`src/rtl/hhmd_pkg.sv`:
```
// package for the hex header message deframer: codes, types and hex decode
`timescale 1ns / 1ps

package hhmd_pkg;

    localparam int DATA_W = 8;
    localparam int CFG_W  = 32;

    localparam logic [DATA_W-1:0] CH_0  = 8'h30;
    localparam logic [DATA_W-1:0] CH_9  = 8'h39;
    localparam logic [DATA_W-1:0] CH_LA = 8'h61;
    localparam logic [DATA_W-1:0] CH_LF = 8'h66;
    localparam logic [DATA_W-1:0] CH_UA = 8'h41;
    localparam logic [DATA_W-1:0] CH_UF = 8'h46;
    localparam logic [DATA_W-1:0] HEX_TEN = 8'd10;

    localparam logic [CFG_W-1:0] TERM_BYTES_RESET = 32'd10;
    localparam logic [2:0]       TERM_LEN_RESET   = 3'd1;

    typedef enum logic [0:0] {
        REG_TERM_BYTES = 1'b0,
        REG_TERM_LEN   = 1'b1
    } reg_index_t;

    typedef enum logic [2:0] {
        STAT_PAYLOAD  = 3'd0,
        STAT_EMPTY    = 3'd1,
        STAT_BAD_CMD  = 3'd2,
        STAT_BAD_LEN  = 3'd3,
        STAT_MISMATCH = 3'd4,
        STAT_OVERRUN  = 3'd5
    } status_t;

    typedef enum logic [1:0] {
        S_IDLE,
        S_READ,
        S_LOAD
    } ctrl_state_t;

    typedef struct packed {
        logic accept;
        logic rd;
        logic load;
    } hhmd_cmd_t;

    typedef struct packed {
        logic out_free;
        logic start_emit;
        logic emit_last;
    } hhmd_stat_t;

    // returns {valid, nibble}
    function automatic logic [4:0] hex_decode(input logic [DATA_W-1:0] ch);
        logic [4:0] r;
        r = 5'd0;
        if (ch >= CH_0 && ch <= CH_9) begin
            r = {1'b1, 4'(ch - CH_0)};
        end else if (ch >= CH_LA && ch <= CH_LF) begin
            r = {1'b1, 4'(ch - CH_LA + HEX_TEN)};
        end else if (ch >= CH_UA && ch <= CH_UF) begin
            r = {1'b1, 4'(ch - CH_UA + HEX_TEN)};
        end
        return r;
    endfunction

endpackage

```
`src/rtl/hex_header_message_deframer_top.sv`:
```
// top level of the hex header message deframer
`timescale 1ns / 1ps

// Takes one received character per beat and collects a frame: two hex digits of
// command, two hex digits of payload length (either case), then payload, closed
// by a configurable terminator of 1 to 4 bytes. Header errors, length mismatch
// and store overrun each give one result beat with last set; a good frame gives
// its payload bytes, one per beat, the final one with last set, or one empty
// message beat. A byte that produces no result, or a single result, is taken
// whenever the output register is free. A good frame holds off input while the
// frame store is read out one entry at a time, each entry read and then loaded
// into the output register once it is free. Configure only while idle.

module hex_header_message_deframer_top
    import hhmd_pkg::*;
#(
    parameter int FRAME_DEPTH = 64
) (
    input  logic        aclk,
    input  logic        aresetn,
    input  logic        cfg_wr_en,
    input  logic [0:0]  cfg_index,
    input  logic [31:0] cfg_wdata,
    input  logic        s_tvalid,
    output logic        s_tready,
    input  logic [7:0]  s_tdata,   // rx_byte
    output logic        m_tvalid,
    input  logic        m_tready,
    output logic [31:0] m_tdata,   // command, declared_length, byte_index, payload_byte, zero pad
    output logic [2:0]  m_tuser,   // status
    output logic        m_tlast
);

    hhmd_cmd_t  cmd;
    hhmd_stat_t stat;
    logic [7:0] command, declared_length, payload_byte;
    logic [5:0] byte_index;

    hhmd_ctrl u_ctrl (
        .aclk     (aclk),
        .aresetn  (aresetn),
        .s_tvalid (s_tvalid),
        .s_tready (s_tready),
        .stat     (stat),
        .cmd      (cmd)
    );

    hhmd_datapath #(
        .FRAME_DEPTH (FRAME_DEPTH)
    ) u_datapath (
        .aclk              (aclk),
        .aresetn           (aresetn),
        .cfg_wr_en         (cfg_wr_en),
        .cfg_index         (cfg_index),
        .cfg_wdata         (cfg_wdata),
        .rx_byte           (s_tdata),
        .m_tready          (m_tready),
        .m_tvalid          (m_tvalid),
        .m_status          (m_tuser),
        .m_command         (command),
        .m_declared_length (declared_length),
        .m_byte_index      (byte_index),
        .m_payload_byte    (payload_byte),
        .m_last            (m_tlast),
        .cmd               (cmd),
        .stat              (stat)
    );

    assign m_tdata = {2'b00, payload_byte, byte_index, declared_length, command};

endmodule

```
`src/rtl/hhmd_ctrl.sv`:
```
// controller state machine: byte intake and payload read-out sequencing
`timescale 1ns / 1ps

module hhmd_ctrl
    import hhmd_pkg::*;
(
    input  logic       aclk,
    input  logic       aresetn,
    input  logic       s_tvalid,
    output logic       s_tready,
    input  hhmd_stat_t stat,
    output hhmd_cmd_t  cmd
);

    ctrl_state_t state_reg, state_next;

    always_ff @(posedge aclk) begin
        if (!aresetn) begin
            state_reg <= S_IDLE;
        end else begin
            state_reg <= state_next;
        end
    end

    always_comb begin
        state_next = state_reg;
        cmd        = '0;
        s_tready   = 1'b0;
        unique case (state_reg)
            S_IDLE: begin
                s_tready = stat.out_free;
                if (s_tvalid && stat.out_free) begin
                    cmd.accept = 1'b1;
                    if (stat.start_emit) begin
                        state_next = S_READ;
                    end
                end
            end
            S_READ: begin
                cmd.rd     = 1'b1;
                state_next = S_LOAD;
            end
            S_LOAD: begin
                if (stat.out_free) begin
                    cmd.load   = 1'b1;
                    state_next = stat.emit_last ? S_IDLE : S_READ;
                end
            end
            default: state_next = S_IDLE;
        endcase
    end

endmodule

```
`src/rtl/hhmd_datapath.sv`:
```
// datapath: config registers, frame store, header decode, terminator match, output register
`timescale 1ns / 1ps

module hhmd_datapath
    import hhmd_pkg::*;
#(
    parameter int FRAME_DEPTH = 64
) (
    input  logic              aclk,
    input  logic              aresetn,
    input  logic              cfg_wr_en,
    input  logic [0:0]        cfg_index,
    input  logic [CFG_W-1:0]  cfg_wdata,
    input  logic [DATA_W-1:0] rx_byte,
    input  logic              m_tready,
    output logic              m_tvalid,
    output logic [2:0]        m_status,
    output logic [7:0]        m_command,
    output logic [7:0]        m_declared_length,
    output logic [5:0]        m_byte_index,
    output logic [7:0]        m_payload_byte,
    output logic              m_last,
    input  hhmd_cmd_t         cmd,
    output hhmd_stat_t        stat
);

    localparam int FW = $clog2(FRAME_DEPTH + 1);
    localparam int AW = $clog2(FRAME_DEPTH);
    localparam int CW = (FW > 8) ? FW + 1 : 9;

    logic [CFG_W-1:0]  term_bytes_reg;
    logic [2:0]        term_len_reg;
    logic [FW-1:0]     fill_reg, fill_next;
    logic [7:0]        cmd_val_reg, cmd_val_next;
    logic [7:0]        len_val_reg, len_val_next;
    logic [31:0]       recent_reg, recent_next;
    logic [DATA_W-1:0] mem [FRAME_DEPTH];
    logic [DATA_W-1:0] rd_data_reg;
    logic [AW-1:0]     emit_idx_reg;
    logic [AW-1:0]     emit_last_reg;

    logic              out_valid_reg;
    status_t           out_status_reg;
    logic [7:0]        out_cmd_reg, out_len_reg, out_byte_reg;
    logic [5:0]        out_idx_reg;
    logic              out_last_reg;

    logic              overrun;
    logic [FW-1:0]     fill1;
    logic [4:0]        hex_hi, hex_lo;
    logic              bad_cmd, bad_len;
    logic [2:0]        tlen;
    logic              term_hit;
    logic [FW-1:0]     fill_after;
    logic              len_ok;
    logic              single;
    status_t           single_status;
    logic              start_emit;

    always_ff @(posedge aclk) begin
        if (!aresetn) begin
            term_bytes_reg <= TERM_BYTES_RESET;
            term_len_reg   <= TERM_LEN_RESET;
        end else if (cfg_wr_en) begin
            unique case (reg_index_t'(cfg_index))
                REG_TERM_BYTES: term_bytes_reg <= cfg_wdata;
                REG_TERM_LEN:   term_len_reg   <= cfg_wdata[2:0];
                default: ;
            endcase
        end
    end

    always_comb begin
        overrun      = (fill_reg == FW'(FRAME_DEPTH));
        fill1        = fill_reg + FW'(1);
        recent_next  = {recent_reg[23:0], rx_byte};
        hex_hi       = hex_decode(recent_reg[7:0]);
        hex_lo       = hex_decode(rx_byte);
        bad_cmd      = 1'b0;
        bad_len      = 1'b0;
        cmd_val_next = cmd_val_reg;
        len_val_next = len_val_reg;
        if (fill1 == FW'(2)) begin
            if (hex_hi[4] && hex_lo[4]) begin
                cmd_val_next = {hex_hi[3:0], hex_lo[3:0]};
            end else begin
                bad_cmd = 1'b1;
            end
        end else if (fill1 == FW'(4)) begin
            if (hex_hi[4] && hex_lo[4]) begin
                len_val_next = {hex_hi[3:0], hex_lo[3:0]};
            end else begin
                bad_len = 1'b1;
            end
        end

        priority case (term_len_reg)
            3'd0:                      tlen = 3'd1;
            3'd1, 3'd2, 3'd3, 3'd4:    tlen = term_len_reg;
            default:                   tlen = 3'd4;
        endcase

        term_hit = ({{(CW-FW){1'b0}}, fill1} >= CW'(tlen));
        for (int k = 0; k < 4; k++) begin
            if (k < int'(tlen) && recent_next[8*k +: 8] != term_bytes_reg[8*k +: 8]) begin
                term_hit = 1'b0;
            end
        end

        fill_after = fill1 - FW'(tlen);
        len_ok     = (fill_after >= FW'(4))
                     && (CW'(fill_after) - CW'(4) == CW'(len_val_next));

        single        = 1'b0;
        single_status = STAT_OVERRUN;
        start_emit    = 1'b0;
        fill_next     = fill1;
        priority if (overrun) begin
            single    = 1'b1;
            fill_next = '0;
        end else if (bad_cmd) begin
            single        = 1'b1;
            single_status = STAT_BAD_CMD;
            fill_next     = '0;
        end else if (bad_len) begin
            single        = 1'b1;
            single_status = STAT_BAD_LEN;
            fill_next     = '0;
        end else if (term_hit) begin
            fill_next = '0;
            if (!len_ok) begin
                single        = 1'b1;
                single_status = STAT_MISMATCH;
            end else if (len_val_next == 8'd0) begin
                single        = 1'b1;
                single_status = STAT_EMPTY;
            end else begin
                start_emit = 1'b1;
            end
        end else begin
            fill_next = fill1;
        end
    end

    always_ff @(posedge aclk) begin
        if (!aresetn) begin
            fill_reg    <= '0;
            cmd_val_reg <= '0;
            len_val_reg <= '0;
            recent_reg  <= '0;
        end else if (cmd.accept) begin
            fill_reg <= fill_next;
            if (!overrun) begin
                cmd_val_reg <= cmd_val_next;
                len_val_reg <= len_val_next;
                recent_reg  <= recent_next;
            end
        end
    end

    // frame store
    always_ff @(posedge aclk) begin
        if (cmd.accept && !overrun) begin
            mem[fill_reg[AW-1:0]] <= rx_byte;
        end
        if (cmd.rd) begin
            rd_data_reg <= mem[AW'(4) + emit_idx_reg];
        end
    end

    always_ff @(posedge aclk) begin
        if (cmd.accept && start_emit) begin
            emit_idx_reg  <= '0;
            emit_last_reg <= AW'(len_val_next - 8'd1);
        end else if (cmd.load) begin
            emit_idx_reg <= emit_idx_reg + AW'(1);
        end
    end

    // output register
    always_ff @(posedge aclk) begin
        if (!aresetn) begin
            out_valid_reg <= 1'b0;
        end else if ((cmd.accept && single) || cmd.load) begin
            out_valid_reg <= 1'b1;
        end else if (m_tready) begin
            out_valid_reg <= 1'b0;
        end
    end

    always_ff @(posedge aclk) begin
        if (cmd.accept && single) begin
            out_status_reg <= single_status;
            out_cmd_reg    <= overrun ? cmd_val_reg : cmd_val_next;
            out_len_reg    <= overrun ? len_val_reg : len_val_next;
            out_idx_reg    <= '0;
            out_byte_reg   <= '0;
            out_last_reg   <= 1'b1;
        end else if (cmd.load) begin
            out_status_reg <= STAT_PAYLOAD;
            out_cmd_reg    <= cmd_val_reg;
            out_len_reg    <= len_val_reg;
            out_idx_reg    <= 6'(emit_idx_reg);
            out_byte_reg   <= rd_data_reg;
            out_last_reg   <= (emit_idx_reg == emit_last_reg);
        end
    end

    assign stat.out_free   = !out_valid_reg || m_tready;
    assign stat.start_emit = start_emit;
    assign stat.emit_last  = (emit_idx_reg == emit_last_reg);

    assign m_tvalid          = out_valid_reg;
    assign m_status          = out_status_reg;
    assign m_command         = out_cmd_reg;
    assign m_declared_length = out_len_reg;
    assign m_byte_index      = out_idx_reg;
    assign m_payload_byte    = out_byte_reg;
    assign m_last            = out_last_reg;

endmodule

```
`config.mk`:
```
export PLATFORM = sky130hd
export DESIGN_NAME = hex_header_message_deframer_top
export DESIGN_NICKNAME = d
export VERILOG_FILES = /design/src/rtl/hhmd_pkg.sv /design/src/rtl/hex_header_message_deframer_top.sv /design/src/rtl/hhmd_ctrl.sv /design/src/rtl/hhmd_datapath.sv
export SDC_FILE = /design/constraint.sdc
export NUM_CORES = 1
export LEC_CHECK = 0
export ABC_AREA = 1
export BUFFER_PORTS_ARGS = -buffer_cell sky130_fd_sc_hd__buf_4
export CORE_MARGIN = 2
export CORE_UTILIZATION = 42
export CTS_CLUSTER_SIZE = 24
export DETAILED_ROUTE_END_ITERATION = 10
export PLACE_DENSITY_LB_ADDON = 0.2
export SLEW_MARGIN = 5
export SYNTH_ARGS = -nofsm -noshare
export SYNTH_HDL_FRONTEND = slang
export SYNTH_SLANG_ARGS = --single-unit
```
`constraint.sdc`:
```
create_clock -name aclk -period 4.59 [get_ports aclk]
set_input_delay 0.459 -clock aclk [delete_from_list [all_inputs] [get_ports aclk]]
set_output_delay 0.459 -clock aclk [all_outputs]
set_load 0.01 [all_outputs]
```
# ---- Word level (Yosys, flattened, before mapping)
# Memories as Yosys holds them, arrays and structs flattened. A register that Yosys moved wholly into a read port is not among the register bits.
# Cells that the tools add are included.
dict set report totals {
  latch_bits 0
  in_bits 46
  output_inout_bits 38
  wordCells 166
  ram_bits 512
  memories 1
  register_bits 131
  mem_bits_ro 0
}
dict set report classes {
  eq_ne 18
  magnitude_cmp 18
  n_addsub 16
  mul 0
  shifts 0
  div 0
  bitwise_logic 2
  mux 65
  n_reduce_logical 30
}
# memory words word_bits rd rd_clocked_by_memory_dff write_ports line_no
set mem_list {}
lappend mem_list {u_datapath.mem 64 8 1 1 1 hhmd_datapath.sv:37} ;# logic [DATA_W-1:0] mem [FRAME_DEPTH];
# cell count
set ops {}
lappend ops {{two-way mux 8 bit} 11}
lappend ops {{>= comparator 8 x 7 -> 1 bit, second input constant} 4}
lappend ops {{<= comparator 8 x 7 -> 1 bit, second input constant} 4}
lappend ops {{inequality test 8 bit} 4}
lappend ops {{two-way mux 1 bit} 31}
lappend ops {{two-way mux 5 bit} 6}
lappend ops {{two-way mux 7 bit} 4}
lappend ops {{two-way mux 3 bit} 8}
lappend ops {{subtractor 4 x 1 -> 4 bit, second input constant} 6}
lappend ops {{adder 4 bit, second input constant} 4}
lappend ops {{>= comparator 8 x 6 -> 1 bit, second input constant} 2}
lappend ops {{<= comparator 8 x 6 -> 1 bit, second input constant} 2}
lappend ops {{logical AND 1 bit} 16}
lappend ops {{== test 9 x 8 -> 1 bit} 1}
lappend ops {{logical NOT 8 bit} 1}
lappend ops {{subtractor 7 x 3 -> 8 bit, second input constant} 1}
lappend ops {{adder 7 x 1 -> 7 bit, second input constant} 1}
lappend ops {{== test 7 x 2 -> 1 bit, second input constant} 1}
lappend ops {{== test 7 x 3 -> 1 bit, second input constant} 1}
lappend ops {{== test 7 bit, second input constant} 1}
lappend ops {{>= comparator 7 x 3 -> 1 bit} 1}
lappend ops {{>= comparator 7 x 3 -> 1 bit, second input constant} 1}
lappend ops {{subtractor 7 x 3 -> 7 bit} 1}
lappend ops {{adder 3 x 6 -> 6 bit, first input constant} 1}
lappend ops {{23 further kinds} 36}

# ---- Depth between registers and ports, before layout
dict set report logic_depth {
  word_depth 19
  mapped_depth 29
}

# ---- Cells and area by module
# From an unflattened synthesis, not the netlist that was laid out.
dict set report hier_totals {
  hier_cells 2491
  hier_area_um2 27373.8
}
# mod area_each_um2 n_inst cells_each seq_area_each_um2
set by_module_without_submodules {}
lappend by_module_without_submodules {hhmd_datapath 27226.1 1 2465 18447.7}
lappend by_module_without_submodules {hhmd_ctrl 128.9 1 23 40.0}
lappend by_module_without_submodules {hex_header_message_deframer_top 18.8 1 3 0.0}

# ---- Worst setup path before layout
# No wires, ideal clock.
dict set report synth_timing {
  path_kind {register to register}
  from {register u_datapath.fill_reg[0]}
  to {register u_datapath.out_cmd_reg[0], in the netlist u_datapath.m_command[0] (enable)}
  synth_period_minus_slack_ns 3.774
  required_time_ns 4.203
  t_arrival_ns 3.387
  setup_slack_ns 0.816
  stages_incl_launch_ff 22
  path_buffers 2
  cell_sequence {dfxtp_1 inv_1 ha_1 inv_1 fa_1 xor2_1 ha_1 nand3_1 nor2_1 nand2_1 nand2_1 nand2_1 nand2_1 nand2_1 nor2_2 nand3_1 nand2_1 nand2_1 nand2_2 buf_6 buf_6 nand2_1}
}
dict set report synth_between {
  elab_chain_len 13
  word_cells_on_any_way 28
}
# item line_no
set synth_lines {}
lappend synth_lines {{from (decl)} hhmd_datapath.sv:33} ;# logic [FW-1:0] fill_reg, fill_next;
lappend synth_lines {{from (signal assigned)} hhmd_datapath.sv:152} ;# fill_reg <= fill_next;
lappend synth_lines {{parallel branches: the longest is 10 deep, another holds subtractor 7 x 3 -> 8 bit} --}
lappend synth_lines {{two-way mux 1 bit (*)} hhmd_datapath.sv:118} ;# priority if (overrun) begin
lappend synth_lines {{logical AND 1 bit (*)} hhmd_datapath.sv:192} ;# if (cmd.accept && single) begin
lappend synth_lines {{nonzero test 2 bit (no source line) (*)} --}
lappend synth_lines {{to (signal assigned)} hhmd_datapath.sv:194} ;# out_cmd_reg <= overrun ? cmd_val_reg : cmd_val_next;
lappend synth_lines {{to (signal assigned)} hhmd_datapath.sv:201} ;# out_cmd_reg <= cmd_val_reg;
lappend synth_lines {{to (decl)} hhmd_datapath.sv:44} ;# logic [7:0] out_cmd_reg, out_len_reg, out_byte_reg;
# Mark *: on every way between the ends.
# A chain may end at the register's enable or synchronous reset.

# ---- Worst setup path in the final report
dict set report layout_timing {
  from {register u_datapath.fill_reg[0]}
  to {register u_datapath.emit_last_reg[0] (enable)}
}
dict set report layout_between {
  elab_chain_len 12
  word_cells_on_any_way 27
}
# item line_no
set layout_lines {}
lappend layout_lines {{parallel branches: the longest is 10 deep, another holds subtractor 7 x 3 -> 8 bit} --}
lappend layout_lines {{two-way mux 1 bit (*)} hhmd_datapath.sv:118}
lappend layout_lines {{logical AND 1 bit (*)} hhmd_datapath.sv:172} ;# if (cmd.accept && start_emit) begin
lappend layout_lines {{to (signal assigned)} hhmd_datapath.sv:174} ;# emit_last_reg <= AW'(len_val_next - 8'd1);
lappend layout_lines {{to (decl)} hhmd_datapath.sv:40} ;# logic [AW-1:0] emit_last_reg;
# Marks and branches as above.

==> results.sh <==
export IMPL_n_antenna_cell=0
export IMPL_yosysTopAreaCellShare_pct=59.8
export IMPL_drc=0
export IMPL_syn_inst=2494
export IMPL_start_util_pct=42.5
export IMPL_cts_setup_buffers=0
export IMPL_initialDrtViolationCount=1828
export IMPL_startpoint_type="flop"
export IMPL_fin_worst_skew_ps=21.0
export IMPL_cts_inserted_buffers=71
export IMPL_clk_path_buf_depth=3
export IMPL_clk_pin_slew_ps=50
export IMPL_crit_path_max_fanout=12
export IMPL_grt_start_max_net_pins=82
export IMPL_worstMarginPinSlew_ps=1100
export IMPL_post_place_ws_ps=288
export IMPL_cap_violations=0
export IMPL_grt_pass1_vias=18700
export IMPL_die_area_um2=67200
export IMPL_routabilityCongestion=0.863
export IMPL_wl_met2_um=36900
export IMPL_vias=19151
export IMPL_fp_dieH_um=259
export IMPL_die_w_um=259
export IMPL_finalCritPeriodShare_pct=89.4
export IMPL_setup_violations=0
export IMPL_arrival_ps=4360
export IMPL_powerDensity_nw_per_um2=409
export IMPL_synth_cell_types=52
export IMPL_placedCellCount=3333
export IMPL_tns_ps=0
export IMPL_gr_total_overflow=0
export IMPL_timing_rr_start="u_datapath.fill_reg[0]"
export IMPL_p_leak_nw=10.9
export IMPL_r2r_cells=18
export IMPL_end_kind="flop"
export IMPL_root_buffer="clkbuf_16"
export IMPL_syn_area_per_cell_um2=11.0
export IMPL_cts_resized=0
export IMPL_antenna_found_initial=3
export IMPL_finalHoldViolCount=0
export IMPL_hold_start="cfg_wdata[14]"
export IMPL_outcome="finished clean"
export IMPL_antenna_left=0
export IMPL_layout_min_cycle_time_ps=4100
export IMPL_grt_util_all_layers_pct=22.0
export IMPL_via_per_inst=5.53
export IMPL_highest_layer="met4"
export IMPL_grt_pass1_wl_um=112000
export IMPL_cts_sinks=651
export IMPL_syn_to_final_growth_pct=13.8
export IMPL_max_freq_ghz=0.244
export IMPL_dp_hpwl_um=45100
export IMPL_io_buffers=81
export IMPL_final_core_util_pct=48.3
export IMPL_hold_path_class="in -> reg"
export IMPL_wl_met3_um=4830
export IMPL_async_flop_share_pct=0
export IMPL_startpoint="u_datapath.fill_reg[0]"
export IMPL_synth_seq_area_share_pct=67.5
export IMPL_whs_path_depth=3
export IMPL_drive_gt1_share_pct=11.6
export IMPL_ys_ff_latch=651
export IMPL_core_area_um2=64500
export IMPL_cts_hold_buffers=0
export IMPL_drt_pass1_iter_count=5
export IMPL_crit_required_ps=4840
export IMPL_ys_warn_count=0
export IMPL_syn_area_um2=27400
export IMPL_rsz0062_at_grt="no"
export IMPL_synth_edf_count=545
export IMPL_wl_met1_um=30300
export IMPL_routed_wl_um=74300
export IMPL_cts_htree_levels=3
export IMPL_largest_reg_flops=512
export IMPL_path_class="reg -> reg"
export IMPL_num_rows=93
export IMPL_fillCellCount=5769
export IMPL_slew_headroom_pct=26.7
export IMPL_layout_nets=2617
export IMPL_fin_ws_ps=486
export IMPL_clk_latency_ps=620
export IMPL_ir_worst_vdd_v=0.000318
export IMPL_io_pins=84
export IMPL_slew_viol_final=0
export IMPL_cts_tree="built"
export IMPL_synthTopCellsByArea="edfxtp_1, dfxtp_1, o21ai_0"
export IMPL_synthTopCellsByCount="edfxtp_1, nor2_1, o21ai_0"
export IMPL_synth_top_area_cell="edfxtp_1"
export IMPL_wl_per_cell_um=21.5
export IMPL_synth_ff_type="edfxtp_1"
export IMPL_yosysMostFrequentCell="edfxtp_1"
export IMPL_final_cells=3460
-- worst paths after layout --
check	end	slack, ps
worst min-delay path	u_datapath.term_bytes_reg[14]	60
worst max register to register	u_datapath.emit_last_reg[0]	490
worst min register to register	u_datapath.m_payload_byte[0]	460
worst max-delay path	u_datapath.emit_last_reg[0]	490
-- cells by family after synthesis --
logic type / synth area share [%]
other: 0.0137
adders and majority gates: 0.942
DFF: 67.5
xor gates and xnor gates: 1.37
buffers and inverters: 3.76
AOI/OAI and AO/OA: 13.5
and+or+nand+nor: 12.8
muxes: 0.146
-- critical path, stage by stage, from the launching register on --
cell and delay, ps:
dfxtp_1 540, inv_1 210, ha_1 380, inv_1 70
fa_1 470, xor2_1 310, ha_1 280, nand3_1 120
nor2_1 180, nand2_1 70, nand2_1 70, nand2_1 50
nand2_1 70, nand2_1 60, nor2_2 120, nand2_1 80
inv_1 70, nand4_1 140, nor2_2 450
-- through the flow --
stage | hold WS (ps) | power (mW) | cell area, um2
3_5_place_dp | 453 | 7.29 | 28900
4_1_cts | 36.4 | 12.8 | 31200
5_1_grt | 62.3 | 13.1 | 31200
3_3_place_gp | 456 | 7.28 | 28900
6_report | 62.9 | 12.7 | 31200
2_1_floorplan | 442 | 7.03 | 27400
-- final cells by class --
cell class	instances	area, um2	share of cell area [%]
Inverter	108	410	1.32
Sequential cell	651	18500	59.4
Clock inverter	35	299	0.960
Multi-Input combinational cell	1588	7870	25.3
Clock buffer	92	1980	6.35
Timing Repair Buffer	131	1030	3.32
Tap cell	855	1070	3.43
-- power by group --
part / total, mW / leakage (nW) / internal, mW / switching, mW
logic: 0.640 / 3.99 / 0.208 / 0.432
registers: 6.53 / 5.78 / 6.47 / 0.0522
clock network: 5.57 / 1.11 / 3.23 / 2.34
-- placed cells by master (no fill, tap or decap), types with 4 or more instances in the layout --
master / Yosys / final
mux2i_1: 4 / 4
xnor2_1: 18 / 18
clkbuf_1: 132 / 12
dfxtp_1: 106 / 103
nand4_1: 7 / 7
or2_2: 6 / 6
nand3_1: 56 / 56
inv_2: 4 / 6
nor2_2: 4 / 4
o21ai_0: 419 / 419
xor2_1: 23 / 23
inv_1: 102 / 99
a21oi_1: 63 / 63
o21ai_2: 12 / 12
nand2_1: 197 / 196
o221ai_1: 13 / 13
nand2_2: 25 / 26
nand3b_1: 4 / 4
clkinv_1: 2 / 18
edfxtp_1: 545 / 545
clkbuf_16: 0 / 74
ha_1: 19 / 19
o22ai_1: 144 / 144
nand3_2: 4 / 4
clkbuf_8: 0 / 6
o21ai_1: 5 / 5
clkinv_2: 0 / 8
nor3_1: 6 / 6
nor2_1: 527 / 526
buf_4: 7 / 127
buf_12: 1 / 4
-- routing by layer --
layer	track usage [%]	up-vias
li1	-	8971
met1	28.0	9340
met2	37.7	696
met3	3.92	144
met4	7.66	0
met5	0	-
No activity file was read; power rests on OpenSTA's default activity.
